**src/sv/baro_temp_pressure_compensation_defines.svh**
```systemverilog
// Assertion macros shared by the barometric compensation RTL.
// Included by the modules that carry concurrent assertions.
`ifndef BARO_TEMP_PRESSURE_COMPENSATION_DEFINES_SVH
`define BARO_TEMP_PRESSURE_COMPENSATION_DEFINES_SVH

// Antecedent implies consequent in the same cycle.
`define BTPC_ASSERT_NOW(label, clk, rst, ante, cons) \
   label: assert property (@(posedge clk) disable iff (rst) (ante) |-> (cons)) \
      else $error("btpc assertion failed");

// Antecedent implies consequent in the next cycle.
`define BTPC_ASSERT_NEXT(label, clk, rst, ante, cons) \
   label: assert property (@(posedge clk) disable iff (rst) (ante) |=> (cons)) \
      else $error("btpc assertion failed");

`endif

```
**src/sv/btpc_pkg.sv**
```systemverilog
// Package for the barometric compensation block: types, codes and constants.
// Used by btpc_alu and baro_temp_pressure_compensation.
`default_nettype none
package btpc_pkg;

   localparam int unsigned WordW = 32;
   localparam int unsigned RawW = 19;
   localparam int unsigned CsrIdxW = 3;
   localparam int unsigned CntW = $clog2(WordW);

   localparam logic [WordW-1:0] ConstB6Off = 32'd4000;
   localparam logic [WordW-1:0] ConstC3038 = 32'd3038;
   localparam logic [WordW-1:0] ConstM7357 = 32'hFFFF_E343;
   localparam logic [WordW-1:0] ConstC3791 = 32'd3791;
   localparam logic [WordW-1:0] Const50000 = 32'd50000;
   localparam logic [WordW-1:0] Const32768 = 32'd32768;

   localparam logic [CsrIdxW-1:0] CSR_AC1_AC2 = 3'd0;
   localparam logic [CsrIdxW-1:0] CSR_AC3_AC4 = 3'd1;
   localparam logic [CsrIdxW-1:0] CSR_AC5_AC6 = 3'd2;
   localparam logic [CsrIdxW-1:0] CSR_B1_B2 = 3'd3;
   localparam logic [CsrIdxW-1:0] CSR_MC_MD = 3'd4;
   localparam logic [CsrIdxW-1:0] CSR_OSS = 3'd5;

   typedef enum logic {
      ALU_MUL = 1'b0,
      ALU_DIV = 1'b1
   } alu_op_type;

   typedef struct packed {
      logic       start;
      alu_op_type op;
   } alu_cmd_type;

   typedef struct packed {
      logic busy;
      logic done;
   } alu_stat_type;

   function automatic logic [WordW-1:0] sx16(input logic [15:0] v);
      return {{16{v[15]}}, v};
   endfunction

endpackage
`default_nettype wire

```
**src/sv/baro_temp_pressure_compensation.sv**
```systemverilog
// Top level of the barometric compensation block: register file, sequencer
// and result register. Depends on btpc_pkg, btpc_alu and the defines header.
//
//   port group | direction | handshake        | payload
//   req_       | in        | valid / stall    | operation, raw_value
//   rsp_       | out       | valid / stall    | result_kind, value, divide_error
//   csr_       | in        | valid / ready    | index, data
//
// Each multiply or divide runs on the shared bit-serial unit.
// A zero divisor ends a temperature or pressure request early, with
// divide_error set and a zero value.
// One request is in flight at a time; req_stall is high while it is worked.
// A result held by rsp_stall waits in the output register; reset is synchronous.
`default_nettype none
`include "baro_temp_pressure_compensation_defines.svh"
module baro_temp_pressure_compensation (
   input  wire logic                         clock,
   input  wire logic                         reset,
   input  wire logic                         req_valid,
   output logic                              req_stall,
   input  wire logic                         req_operation,
   input  wire logic [btpc_pkg::RawW-1:0]    req_raw_value,
   output logic                              rsp_valid,
   input  wire logic                         rsp_stall,
   output logic                              rsp_result_kind,
   output logic signed [btpc_pkg::WordW-1:0] rsp_value,
   output logic                              rsp_divide_error,
   input  wire logic                         csr_valid,
   output logic                              csr_ready,
   input  wire logic [btpc_pkg::CsrIdxW-1:0] csr_index,
   input  wire logic [btpc_pkg::WordW-1:0]   csr_data
);
   import btpc_pkg::*;

   typedef enum logic [3:0] {
      ST_IDLE  = 4'b0001,
      ST_START = 4'b0010,
      ST_WAIT  = 4'b0100,
      ST_OUT   = 4'b1000
   } state_type;

   typedef enum logic [12:0] {
      SP_T_MUL   = 13'b0_0000_0000_0001,
      SP_T_DIV   = 13'b0_0000_0000_0010,
      SP_SQ      = 13'b0_0000_0000_0100,
      SP_X1A     = 13'b0_0000_0000_1000,
      SP_X2A     = 13'b0_0000_0001_0000,
      SP_X1B     = 13'b0_0000_0010_0000,
      SP_X2B     = 13'b0_0000_0100_0000,
      SP_B4      = 13'b0_0000_1000_0000,
      SP_B7      = 13'b0_0001_0000_0000,
      SP_DIV     = 13'b0_0010_0000_0000,
      SP_PP      = 13'b0_0100_0000_0000,
      SP_P3038   = 13'b0_1000_0000_0000,
      SP_P7357   = 13'b1_0000_0000_0000
   } step_type;

   logic [WordW-1:0] ac12_ff, ac34_ff, ac56_ff, b12_ff, mcmd_ff;
   logic [1:0]       oss_ff;
   logic [WordW-1:0] b5_ff, b5_in;
   state_type        state_ff, state_in;
   step_type         step_ff, step_in;
   logic             kind_ff, kind_in;
   logic [RawW-1:0]  raw_ff, raw_in;
   logic [WordW-1:0] x1_ff, x1_in, x2_ff, x2_in, sq_ff, sq_in;
   logic [WordW-1:0] b3_ff, b3_in, b4_ff, b4_in, b7_ff, b7_in, p_ff, p_in;
   logic             neg_ff, neg_in;
   logic [WordW-1:0] val_ff, val_in;
   logic             err_ff, err_in;
   logic             rsp_valid_ff, rsp_valid_in;
   logic             rsp_kind_ff, rsp_err_ff;
   logic [WordW-1:0] rsp_val_ff;

   alu_cmd_type      cmd;
   alu_stat_type     stat;
   logic [WordW-1:0] opa, opb, res;

   logic [WordW-1:0] ac1, ac2, ac3, ac4, ac5, ac6, b1, b2, mc, md;
   logic [WordW-1:0] b6, num, t0, t1, t2;
   logic             req_take, rsp_load;

   assign ac1 = sx16(ac12_ff[31:16]);
   assign ac2 = sx16(ac12_ff[15:0]);
   assign ac3 = sx16(ac34_ff[31:16]);
   assign ac4 = {16'b0, ac34_ff[15:0]};
   assign ac5 = {16'b0, ac56_ff[31:16]};
   assign ac6 = {16'b0, ac56_ff[15:0]};
   assign b1 = sx16(b12_ff[31:16]);
   assign b2 = sx16(b12_ff[15:0]);
   assign mc = sx16(mcmd_ff[31:16]);
   assign md = sx16(mcmd_ff[15:0]);
   assign b6 = b5_ff - ConstB6Off;
   assign num = {mc[20:0], 11'b0};

   assign csr_ready = 1'b1;
   assign req_stall = (state_ff != ST_IDLE);
   assign req_take = req_valid && !req_stall;
   assign rsp_load = (state_ff == ST_OUT) && (!rsp_valid_ff || !rsp_stall);

   always_comb begin
      opa = '0;
      opb = '0;
      cmd.op = ALU_MUL;
      case (step_ff)
         SP_T_MUL: begin
            opa = {{(WordW - RawW){1'b0}}, raw_ff} - ac6;
            opb = ac5;
         end
         SP_T_DIV: begin
            cmd.op = ALU_DIV;
            opa = num[31] ? (32'd0 - num) : num;
            opb = x2_ff[31] ? (32'd0 - x2_ff) : x2_ff;
         end
         SP_SQ: begin
            opa = b6;
            opb = b6;
         end
         SP_X1A: begin
            opa = b2;
            opb = sq_ff;
         end
         SP_X2A: begin
            opa = ac2;
            opb = b6;
         end
         SP_X1B: begin
            opa = ac3;
            opb = b6;
         end
         SP_X2B: begin
            opa = b1;
            opb = sq_ff;
         end
         SP_B4: begin
            opa = ac4;
            opb = x2_ff + Const32768;
         end
         SP_B7: begin
            opa = {{(WordW - RawW){1'b0}}, raw_ff} - b3_ff;
            opb = Const50000 >> oss_ff;
         end
         SP_DIV: begin
            cmd.op = ALU_DIV;
            opa = b7_ff[31] ? b7_ff : {b7_ff[30:0], 1'b0};
            opb = b4_ff;
         end
         SP_PP: begin
            opa = 32'($signed(p_ff) >>> 8);
            opb = 32'($signed(p_ff) >>> 8);
         end
         SP_P3038: begin
            opa = x1_ff;
            opb = ConstC3038;
         end
         SP_P7357: begin
            opa = ConstM7357;
            opb = p_ff;
         end
         default: begin
            opa = '0;
         end
      endcase
      cmd.start = (state_ff == ST_START);
   end

   always_comb begin
      state_in = state_ff;
      step_in = step_ff;
      kind_in = kind_ff;
      raw_in = raw_ff;
      x1_in = x1_ff;
      x2_in = x2_ff;
      sq_in = sq_ff;
      b3_in = b3_ff;
      b4_in = b4_ff;
      b7_in = b7_ff;
      p_in = p_ff;
      neg_in = neg_ff;
      b5_in = b5_ff;
      val_in = val_ff;
      err_in = err_ff;
      t0 = '0;
      t1 = '0;
      t2 = '0;
      case (state_ff)
         ST_IDLE: begin
            if (req_take) begin
               kind_in = req_operation;
               raw_in = req_raw_value;
               step_in = req_operation ? SP_SQ : SP_T_MUL;
               err_in = 1'b0;
               state_in = ST_START;
            end
         end
         ST_START: begin
            state_in = ST_WAIT;
         end
         ST_WAIT: begin
            if (stat.done) begin
               state_in = ST_START;
               case (step_ff)
                  SP_T_MUL: begin
                     t0 = 32'($signed(res) >>> 15);
                     x1_in = t0;
                     t1 = t0 + md;
                     x2_in = t1;
                     neg_in = num[31] ^ t1[31];
                     if (t1 == '0) begin
                        val_in = '0;
                        err_in = 1'b1;
                        state_in = ST_OUT;
                     end else begin
                        step_in = SP_T_DIV;
                     end
                  end
                  SP_T_DIV: begin
                     t0 = neg_ff ? (32'd0 - res) : res;
                     t1 = x1_ff + t0;
                     b5_in = t1;
                     val_in = 32'($signed(t1 + 32'd8) >>> 4);
                     state_in = ST_OUT;
                  end
                  SP_SQ: begin
                     sq_in = 32'($signed(res) >>> 12);
                     step_in = SP_X1A;
                  end
                  SP_X1A: begin
                     x1_in = 32'($signed(res) >>> 11);
                     step_in = SP_X2A;
                  end
                  SP_X2A: begin
                     t0 = x1_ff + 32'($signed(res) >>> 11);
                     t1 = ({ac1[29:0], 2'b0} + t0) << oss_ff;
                     b3_in = 32'($signed(t1 + 32'd2) >>> 2);
                     step_in = SP_X1B;
                  end
                  SP_X1B: begin
                     x1_in = 32'($signed(res) >>> 13);
                     step_in = SP_X2B;
                  end
                  SP_X2B: begin
                     t0 = x1_ff + 32'($signed(res) >>> 16) + 32'd2;
                     x2_in = 32'($signed(t0) >>> 2);
                     step_in = SP_B4;
                  end
                  SP_B4: begin
                     b4_in = res >> 15;
                     step_in = SP_B7;
                  end
                  SP_B7: begin
                     b7_in = res;
                     if (b4_ff == '0) begin
                        val_in = '0;
                        err_in = 1'b1;
                        state_in = ST_OUT;
                     end else begin
                        step_in = SP_DIV;
                     end
                  end
                  SP_DIV: begin
                     p_in = b7_ff[31] ? {res[30:0], 1'b0} : res;
                     step_in = SP_PP;
                  end
                  SP_PP: begin
                     x1_in = res;
                     step_in = SP_P3038;
                  end
                  SP_P3038: begin
                     x1_in = 32'($signed(res) >>> 16);
                     step_in = SP_P7357;
                  end
                  SP_P7357: begin
                     t2 = x1_ff + 32'($signed(res) >>> 16) + ConstC3791;
                     val_in = p_ff + 32'($signed(t2) >>> 4);
                     state_in = ST_OUT;
                  end
                  default: begin
                     state_in = ST_IDLE;
                  end
               endcase
            end
         end
         ST_OUT: begin
            if (rsp_load) begin
               state_in = ST_IDLE;
            end
         end
         default: begin
            state_in = ST_IDLE;
         end
      endcase
   end

   always_comb begin
      rsp_valid_in = rsp_valid_ff;
      if (rsp_load) begin
         rsp_valid_in = 1'b1;
      end else if (!rsp_stall) begin
         rsp_valid_in = 1'b0;
      end
   end

   always_ff @(posedge clock) begin
      if (reset) begin
         state_ff <= ST_IDLE;
         step_ff <= SP_T_MUL;
         rsp_valid_ff <= 1'b0;
         b5_ff <= '0;
         ac12_ff <= '0;
         ac34_ff <= '0;
         ac56_ff <= '0;
         b12_ff <= '0;
         mcmd_ff <= '0;
         oss_ff <= '0;
      end else begin
         state_ff <= state_in;
         step_ff <= step_in;
         rsp_valid_ff <= rsp_valid_in;
         b5_ff <= b5_in;
         if (csr_valid && csr_ready) begin
            case (csr_index)
               CSR_AC1_AC2: ac12_ff <= csr_data;
               CSR_AC3_AC4: ac34_ff <= csr_data;
               CSR_AC5_AC6: ac56_ff <= csr_data;
               CSR_B1_B2:   b12_ff <= csr_data;
               CSR_MC_MD:   mcmd_ff <= csr_data;
               CSR_OSS:     oss_ff <= csr_data[1:0];
               default:     oss_ff <= oss_ff;
            endcase
         end
      end
      kind_ff <= kind_in;
      raw_ff <= raw_in;
      x1_ff <= x1_in;
      x2_ff <= x2_in;
      sq_ff <= sq_in;
      b3_ff <= b3_in;
      b4_ff <= b4_in;
      b7_ff <= b7_in;
      p_ff <= p_in;
      neg_ff <= neg_in;
      val_ff <= val_in;
      err_ff <= err_in;
      if (rsp_load) begin
         rsp_kind_ff <= kind_ff;
         rsp_val_ff <= val_ff;
         rsp_err_ff <= err_ff;
      end
   end

   btpc_alu u_alu (
      .clock  (clock),
      .reset  (reset),
      .cmd    (cmd),
      .opa    (opa),
      .opb    (opb),
      .stat   (stat),
      .result (res)
   );

   assign rsp_valid = rsp_valid_ff;
   assign rsp_result_kind = rsp_kind_ff;
   assign rsp_value = $signed(rsp_val_ff);
   assign rsp_divide_error = rsp_err_ff;

   `BTPC_ASSERT_NEXT(a_take_starts, clock, reset, req_take, state_ff == ST_START)
   `BTPC_ASSERT_NOW(a_done_in_wait, clock, reset, stat.done, state_ff == ST_WAIT)
   `BTPC_ASSERT_NOW(a_step_onehot, clock, reset, 1'b1, $onehot(step_ff))
   `BTPC_ASSERT_NOW(a_err_zero, clock, reset, rsp_valid_ff && rsp_err_ff, rsp_val_ff == '0)

endmodule
`default_nettype wire

```
**src/sv/btpc_alu.sv**
```systemverilog
// Shared bit-serial arithmetic unit: 32x32 shift-add multiply (low word)
// and 32-bit restoring unsigned divide, one bit per cycle. Uses btpc_pkg.
`default_nettype none
module btpc_alu (
   input  wire logic                       clock,
   input  wire logic                       reset,
   input  wire btpc_pkg::alu_cmd_type      cmd,
   input  wire logic [btpc_pkg::WordW-1:0] opa,
   input  wire logic [btpc_pkg::WordW-1:0] opb,
   output btpc_pkg::alu_stat_type          stat,
   output logic [btpc_pkg::WordW-1:0]      result
);
   import btpc_pkg::*;

   logic                busy_ff, busy_in;
   logic                done_ff, done_in;
   alu_op_type          op_ff, op_in;
   logic [CntW-1:0]     cnt_ff, cnt_in;
   logic [WordW:0]      acc_ff, acc_in;
   logic [WordW-1:0]    shr_ff, shr_in;
   logic [WordW-1:0]    opd_ff, opd_in;
   logic [WordW:0]      rem_sh;

   assign rem_sh = {acc_ff[WordW-1:0], shr_ff[WordW-1]};

   always_comb begin
      busy_in = busy_ff;
      done_in = 1'b0;
      op_in = op_ff;
      cnt_in = cnt_ff;
      acc_in = acc_ff;
      shr_in = shr_ff;
      opd_in = opd_ff;
      if (cmd.start) begin
         busy_in = 1'b1;
         op_in = cmd.op;
         cnt_in = '0;
         acc_in = '0;
         shr_in = (cmd.op == ALU_MUL) ? opb : opa;
         opd_in = (cmd.op == ALU_MUL) ? opa : opb;
      end else if (busy_ff) begin
         case (op_ff)
            ALU_MUL: begin
               if (shr_ff[0]) begin
                  acc_in = {1'b0, acc_ff[WordW-1:0] + opd_ff};
               end
               opd_in = {opd_ff[WordW-2:0], 1'b0};
               shr_in = {1'b0, shr_ff[WordW-1:1]};
            end
            ALU_DIV: begin
               if (rem_sh >= {1'b0, opd_ff}) begin
                  acc_in = rem_sh - {1'b0, opd_ff};
                  shr_in = {shr_ff[WordW-2:0], 1'b1};
               end else begin
                  acc_in = rem_sh;
                  shr_in = {shr_ff[WordW-2:0], 1'b0};
               end
            end
            default: begin
               acc_in = acc_ff;
            end
         endcase
         cnt_in = cnt_ff + 1'b1;
         if (cnt_ff == CntW'(WordW - 1)) begin
            busy_in = 1'b0;
            done_in = 1'b1;
         end
      end
   end

   always_ff @(posedge clock) begin
      if (reset) begin
         busy_ff <= 1'b0;
         done_ff <= 1'b0;
      end else begin
         busy_ff <= busy_in;
         done_ff <= done_in;
      end
      op_ff <= op_in;
      cnt_ff <= cnt_in;
      acc_ff <= acc_in;
      shr_ff <= shr_in;
      opd_ff <= opd_in;
   end

   assign stat.busy = busy_ff;
   assign stat.done = done_ff;
   assign result = (op_ff == ALU_MUL) ? acc_ff[WordW-1:0] : shr_ff;

endmodule
`default_nettype wire
```
**config.mk**
```make
export PLATFORM = sky130hd
export DESIGN_NAME = baro_temp_pressure_compensation
export DESIGN_NICKNAME = d
export VERILOG_FILES = /design/src/sv/btpc_pkg.sv /design/src/sv/baro_temp_pressure_compensation.sv /design/src/sv/btpc_alu.sv
export VERILOG_INCLUDE_DIRS = /design/src /design/src/sv
export SDC_FILE = /design/constraint.sdc
export NUM_CORES = 2
export LEC_CHECK = 0
export BUFFER_PORTS_ARGS = -buffer_cell sky130_fd_sc_hd__buf_2
export CORE_MARGIN = 4
export CORE_UTILIZATION = 55
export CTS_CLUSTER_SIZE = 16
export DETAILED_ROUTE_END_ITERATION = 7
export PLACE_DENSITY_LB_ADDON = 0.1
export SYNTH_ARGS = -nofsm -noshare
export SYNTH_HDL_FRONTEND = slang
export SYNTH_SLANG_ARGS = --single-unit
```
**constraint.sdc**
```tcl
create_clock -name clock -period 15.6 [get_ports clock]
set_clock_uncertainty 0.05 [all_clocks]
set_input_delay 0.78 -clock clock [delete_from_list [all_inputs] [get_ports clock]]
set_output_delay 0.78 -clock clock [all_outputs]
set_load 0.03 [all_outputs]
```
==> Yosys cells after proc, flatten, opt, wreduce, memory -nomap -nowiden <==
Cells that the tools add are included.
{ "op_classes": {"n_mux": 52, "bitwise_logic": 3, "n_shift": 2, "reduce_logical": 42, "add_sub_neg": 20, "n_mul": 0, "n_eq_ne": 38, "div": 0, "n_lt_le_gt_ge": 1} }
{ "op_table": {"columns": ["op", "n"], "rows": [
  ["$mux W32", 17],
  ["$pmux W32 S13", 1],
  ["$pmux W32 S10", 1],
  ["$add A32 B32 Y32", 6],
  ["$pmux W32 S2", 3],
  ["$pmux W32 S5", 1],
  ["$pmux W13 S11", 1],
  ["$pmux W32 S4", 1],
  ["$add A32 B2 Y32 const B", 2],
  ["$logic_not A32 Y1", 2],
  ["$sub A1 B32 Y32 const A", 2],
  ["$mux W13", 4],
  ["$ge A33 B32 Y1", 1],
  ["$add A32 B12 Y32 const B", 1],
  ["$add A32 B16 Y32 const B", 1],
  ["$add A32 B4 Y32 const B", 1],
  ["$pmux W4 S4", 2],
  ["$shl A32 B2 Y32", 1],
  ["$shr A16 B2 Y32 const A", 1],
  ["$sub A32 B12 Y32 const B", 1],
  ["$sub A32 B32 Y32", 1],
  ["$sub A20 B30 Y31", 1],
  ["$reduce_and A3 Y1", 10],
  ["$sub A1 B27 Y28 const A", 1],
  ["49 further kinds", 95]
]} }
{ "word_totals": {"ramBits": 0, "latchBits": 0, "reg_bits": 599, "out_inout_bits": 37, "mem_bits_ro": 0, "mem_count": 0, "word_cells": 191, "input_bits": 60} }

==> Depth between registers and ports, before layout <==
{ "depth": {"ltp_word": 7, "mapped_depth": 32, "depth_no_buf": 28} }

==> Cells and area by module <==
From an unflattened synthesis, not the netlist that was laid out.
{ "unflattened": {"cells_unflattened": 5379, "area_unflattened_um2": 45802.7} }
{ "modules_own_cells": {"columns": ["module", "seq_area_each_um2", "instances", "cells_per_inst", "area_per_inst_um2"], "rows": [
  ["baro_temp_pressure_compensation", 12682.2, 1, 4237, 36391.2],
  ["btpc_alu", 2732.6, 1, 1142, 9411.5]
]} }

==> Least setup slack after synthesis <==
Ideal clock, no wire load.
{ "synth_timing": {"kind": "flip-flop to flip-flop", "startpoint": "register u_alu.op_ff", "endpoint": "register val_ff[31] (data pin)", "required_time_ns": 15.398, "n_path_buf": 5, "arrival_time_ns": 6.691, "path_stages_with_launch": 32, "path_slack_ns": 8.707, "setup_time_ns": 0.152, "period_less_slack_ns": 6.893, "cell_sequence": "edfxtp_1 buf_6 buf_6 buf_6 buf_2 buf_1 mux2i_1 inv_1 ha_1 o21ai_1 o21a_1 o31ai_1 o21ai_1 xnor2_1 nand3_1 nor3_1 nand2_1 nor3_1 nand3_1 xor2_1 ha_1 a21o_1 a311o_1 a211oi_1 a21bo_2 nand2_1 o21ai_0 o21ai_0 o21bai_1 a21oi_1 xor3_1 o21ai_0"} }
{ "synth_between": {"elab_chain_cells": 6, "word_cells_on_any_way": 9, "classes_between": "add/sub (6); mux (3)"} }
{ "synth_rtl": {"columns": ["item", "line_no", "source"], "rows": [
  ["start, declared", "btpc_alu.sv:17", "alu_op_type op_ff, op_in;"],
  ["start signal, assigned", "btpc_alu.sv:79", "op_ff <= op_in;"],
  ["$mux W32 (*)", "btpc_alu.sv:88", "assign result = (op_ff == ALU_MUL) ? acc_ff[WordW-1:0] : shr_ff;"],
  ["net res[20]", "baro_temp_pressure_compensation.sv:76", "logic [WordW-1:0] opa, opb, res;"],
  ["$sub A1 B32 Y32", "baro_temp_pressure_compensation.sv:217", "t0 = neg_ff ? (32'd0 - res) : res;"],
  ["$mux W32", "baro_temp_pressure_compensation.sv:217", null],
  ["$add A32 B32 Y32", "baro_temp_pressure_compensation.sv:218", "t1 = x1_ff + t0;"],
  ["$add A32 B4 Y32", "baro_temp_pressure_compensation.sv:220", "val_in = 32'($signed(t1 + 32'd8) >>> 4);"],
  ["$pmux W32 S4 (*)", "baro_temp_pressure_compensation.sv:201", "case (step_ff)"],
  ["end signal, assigned", "baro_temp_pressure_compensation.sv:342", "val_ff <= val_in;"],
  ["end, declared", "baro_temp_pressure_compensation.sv:68", "logic [WordW-1:0] val_ff, val_in;"]
]} }
Mark *: on every way through the listed nets, which the timed path passes. The rest lies on a longest branch.
A chain may end at the register's enable or synchronous reset.

==> Worst setup path in the final report <==
Same ends and word-level chain as after synthesis.

==> metrics.txt <==
status=finished with violations; Seq/Total Area, Yosys=about a third; CP Launch Type=register; setup ws final=6.37 ns; Area contributors post-synth=edfxtp_1, dfxtp_1, ha_1; Rows=104; fin util=between 60% and 70%; CTS max path bufs=3; Post-CTS Resized=0; nets=around 5,600; Post-Syn Instances=5,293; Final Max Slew Viols=3; first-pass GRT wire length=281,000 um; violations in the final reports=design-rule violations, max-capacitance violations, max-slew violations; YS warnings=0; Crit Path Max Fanout=45; HPWL after DPL=150,000 um; synthesized net count=5,650; P&R area growth vs syn=8.95%; H-tree Lvls=3; Yosys top cell by area=edfxtp_1; TNS Setup=0 ns; hold crit path type=input pin to register; die extent in x=between 200 and 300 um; library cells used by synthesis=between 100 and 150; DRT Wirelength=199,000 um; Rel. slew slack=-3.12%; # IOs=97; Power Dens Cells=181 nW/um2; Post-synth EDFFs=346; most instantiated cells after synthesis=nand2_1, a21oi_1, edfxtp_1; share of cells above drive strength 1=9.17%; post-synthesis cell area=~45,000 um2; sw power=4.24 mW; unrepaired setup endpoints after global routing=false; Post-DRT Antenna Nets=0; Detailed Routing Iterations Pass 1=8; Worst VDD drop=0.125 mV; clk sink count=597; share of flip-flops with an asynchronous set or reset=0%; Num CTS Buffers=71; total number of vias=about 44,000; multi-input logic area=28,100 um2; WP data arrival=approximately 9.7 ns; Yosys top cell area share=between 20% and 30%; Switching Share=47.5%; Seq cells post-synth=597; Clock power frac=19.6%; Logic pwr share=57.5%; Remaining Overflow, GRT=0; Final Hold Fails=0; core area=81,100 um2; crit end category=register; DRC Markers=29; Worst Tran Pin Value=1.53 ns; Peak Freq=0.108 GHz; Int Pwr=4.68 mW; Reg clk slew, reported paths=0.06 ns; pin count of the biggest net entering global routing=96; Post-CTS Setup Repair Bufs=0; Worst-Skew Late Latency=0.66 ns; setup violators final=0; dpl ws=6.63 ns; # hold bufs at CTS=0; TritonCTS clock tree=built; area of the die=slightly below 90,000 um2; Via density=roughly 6.9; Die Ht=295 um; ys flop type=edfxtp_1; GRT Util Overall=44.6%; GPL Wtd Cong=1.07; LEAKAGE=18.4 nW; cell with the most instances after synthesis=nand2_1; Max-Cap Viols=1; IO buf count=95; post-route minimum period=9.23 ns; routed len/inst=31.1 um; number of DRC markers in iteration 0=6,827; Initial Util=55.9%; syn_area_per_cell=8.55 um2; Setup CP Type=register to register; post-route clock period utilization=59.2%; Reg area=15,400 um2; CP required=16.03 ns; vias in the first global route=40,248; sequential share of power=22.9%; initial antenna violation count=16; filler instances=7,191; Root Buffer=clkbuf_16
==> registers in the layout (all words and copies together) (netlist names), 30 cells and up <==
name / count
ac12_ff: 32
ac34_ff: 32
ac56_ff: 32
b12_ff: 32
b5_ff: 32
b7_ff: 32
mcmd_ff: 32
p_ff: 32
rsp_value: 32
u_alu.acc_ff: 32
u_alu.opd_ff: 32
u_alu.shr_ff: 32
val_ff: 32
x1_ff: 32
b3_ff: 30
x2_ff: 30
==> worst paths after layout <==
path / startpoint / to / slack [ns] / cells past startpoint
worst min register to register: val_ff[26]$_DFFE_PP_ / rsp_value[26]$_DFFE_PP_ / 0.36 / 0
worst min-delay path: req_raw_value[10] / raw_ff[10]$_DFFE_PP_ / 0.25 / 1
worst max-delay path: u_alu.op_ff$_DFFE_PP_ / val_ff[31]$_DFFE_PP_ / 6.37 / 25
worst max register to register: u_alu.op_ff$_DFFE_PP_ / val_ff[31]$_DFFE_PP_ / 6.37 / 25
==> routing by layer <==
layer	up-vias	GRT usage, %	share of wire [%]	wire, um
met1	21026	56.9	37	74700
met4	6	28.4	8.1	16200
li1	19631	-	-	-
met2	3005	64.1	40	80200
met3	801	15.9	14	28300
met5	-	0	0.026	51
==> logic make-up (layout without fill, tap and decap cells) <==
family          count (synthesis)  in the layout  share of synthesized area, %
compound gates               1644           1644                          23.9
xor+xnor                      401            401                          7.82
fa+ha+maj                     297            297                          8.84
buf+inv                       493            543                          4.22
flops                         597            597                          34.0
mux                           123            123                          3.00
other cells                     1             10                       0.00828
simple gates                 1737           1737                          18.2
==> stage by stage <==
stage          hold slack (ns)  power, mW  instances  area (um2)
2_1_floorplan            0.350       5.48       5293       45300
3_3_place_gp             0.352       6.94       6270       46900
3_5_place_dp             0.355       6.97       6270       46900
4_1_cts                  0.239       8.72       6402       49300
5_1_grt                  0.249       9.33       6403       49300
6_report                 0.251       8.92       6412       49300
==> layout by cell type, fill, tap and decap left out, drive strengths merged, types with 37 or more instances in the layout <==
cell,count
fa,38
nand2,751
nand3,120
clkbuf,92
buf,205
xor2,149
a222oi,44
a21o,79
o31ai,52
xnor2,251
o21a,46
o211ai,84
ha,259
nor2,346
inv,208
nor3,103
dfxtp,251
or3,49
edfxtp,346
a21oi,554
nand2b,38
a211oi,62
mux2i,84
nor4,37
o21ai,295
nand4,52
a221oi,47
o22ai,51
==> power by group through the flow <==
stage	combinational (mW)	clock, mW	sequential, mW
finish	5.13	1.75	2.04
global route	5.47	1.81	2.05
CTS	4.94	1.74	2.03
detailed placement	4.91	0	2.06
global placement	4.88	0	2.07
floorplan	3.48	0	1.99
==> critical path, cell delays in order, from the launching register on <==
cell and delay (ns):
edfxtp_1 0.92, buf_4 0.66, mux2i_1 0.71, inv_1 0.32, buf_4 0.29, ha_1 0.24, fa_1 0.43, a211oi_1 0.40
o21a_1 0.25, o31ai_1 0.12, o21ai_1 0.28, a31oi_4 0.22, a31o_2 0.30, a211oi_1 0.59, nand3_1 0.18, nor4_2 0.20
xor2_1 0.72, ha_1 0.44, a21o_1 0.19, a21o_1 0.22, or3_1 0.30, o21ai_0 0.33, o21bai_1 0.10, a21oi_1 0.17
xor3_1 0.24, o21ai_0 0.15
==> layout make-up <==
type                    instances  area share (%)
repair buffers                206            2.66
flip-flops and latches        597            31.3
multi-input cells            4203            57.0
clock inverters                41           0.822
well taps                    1060            2.69
inverters                     205            1.56
diodes                          9          0.0457
clock buffers                  91            4.01
No activity file was read; power rests on OpenSTA's default activity.
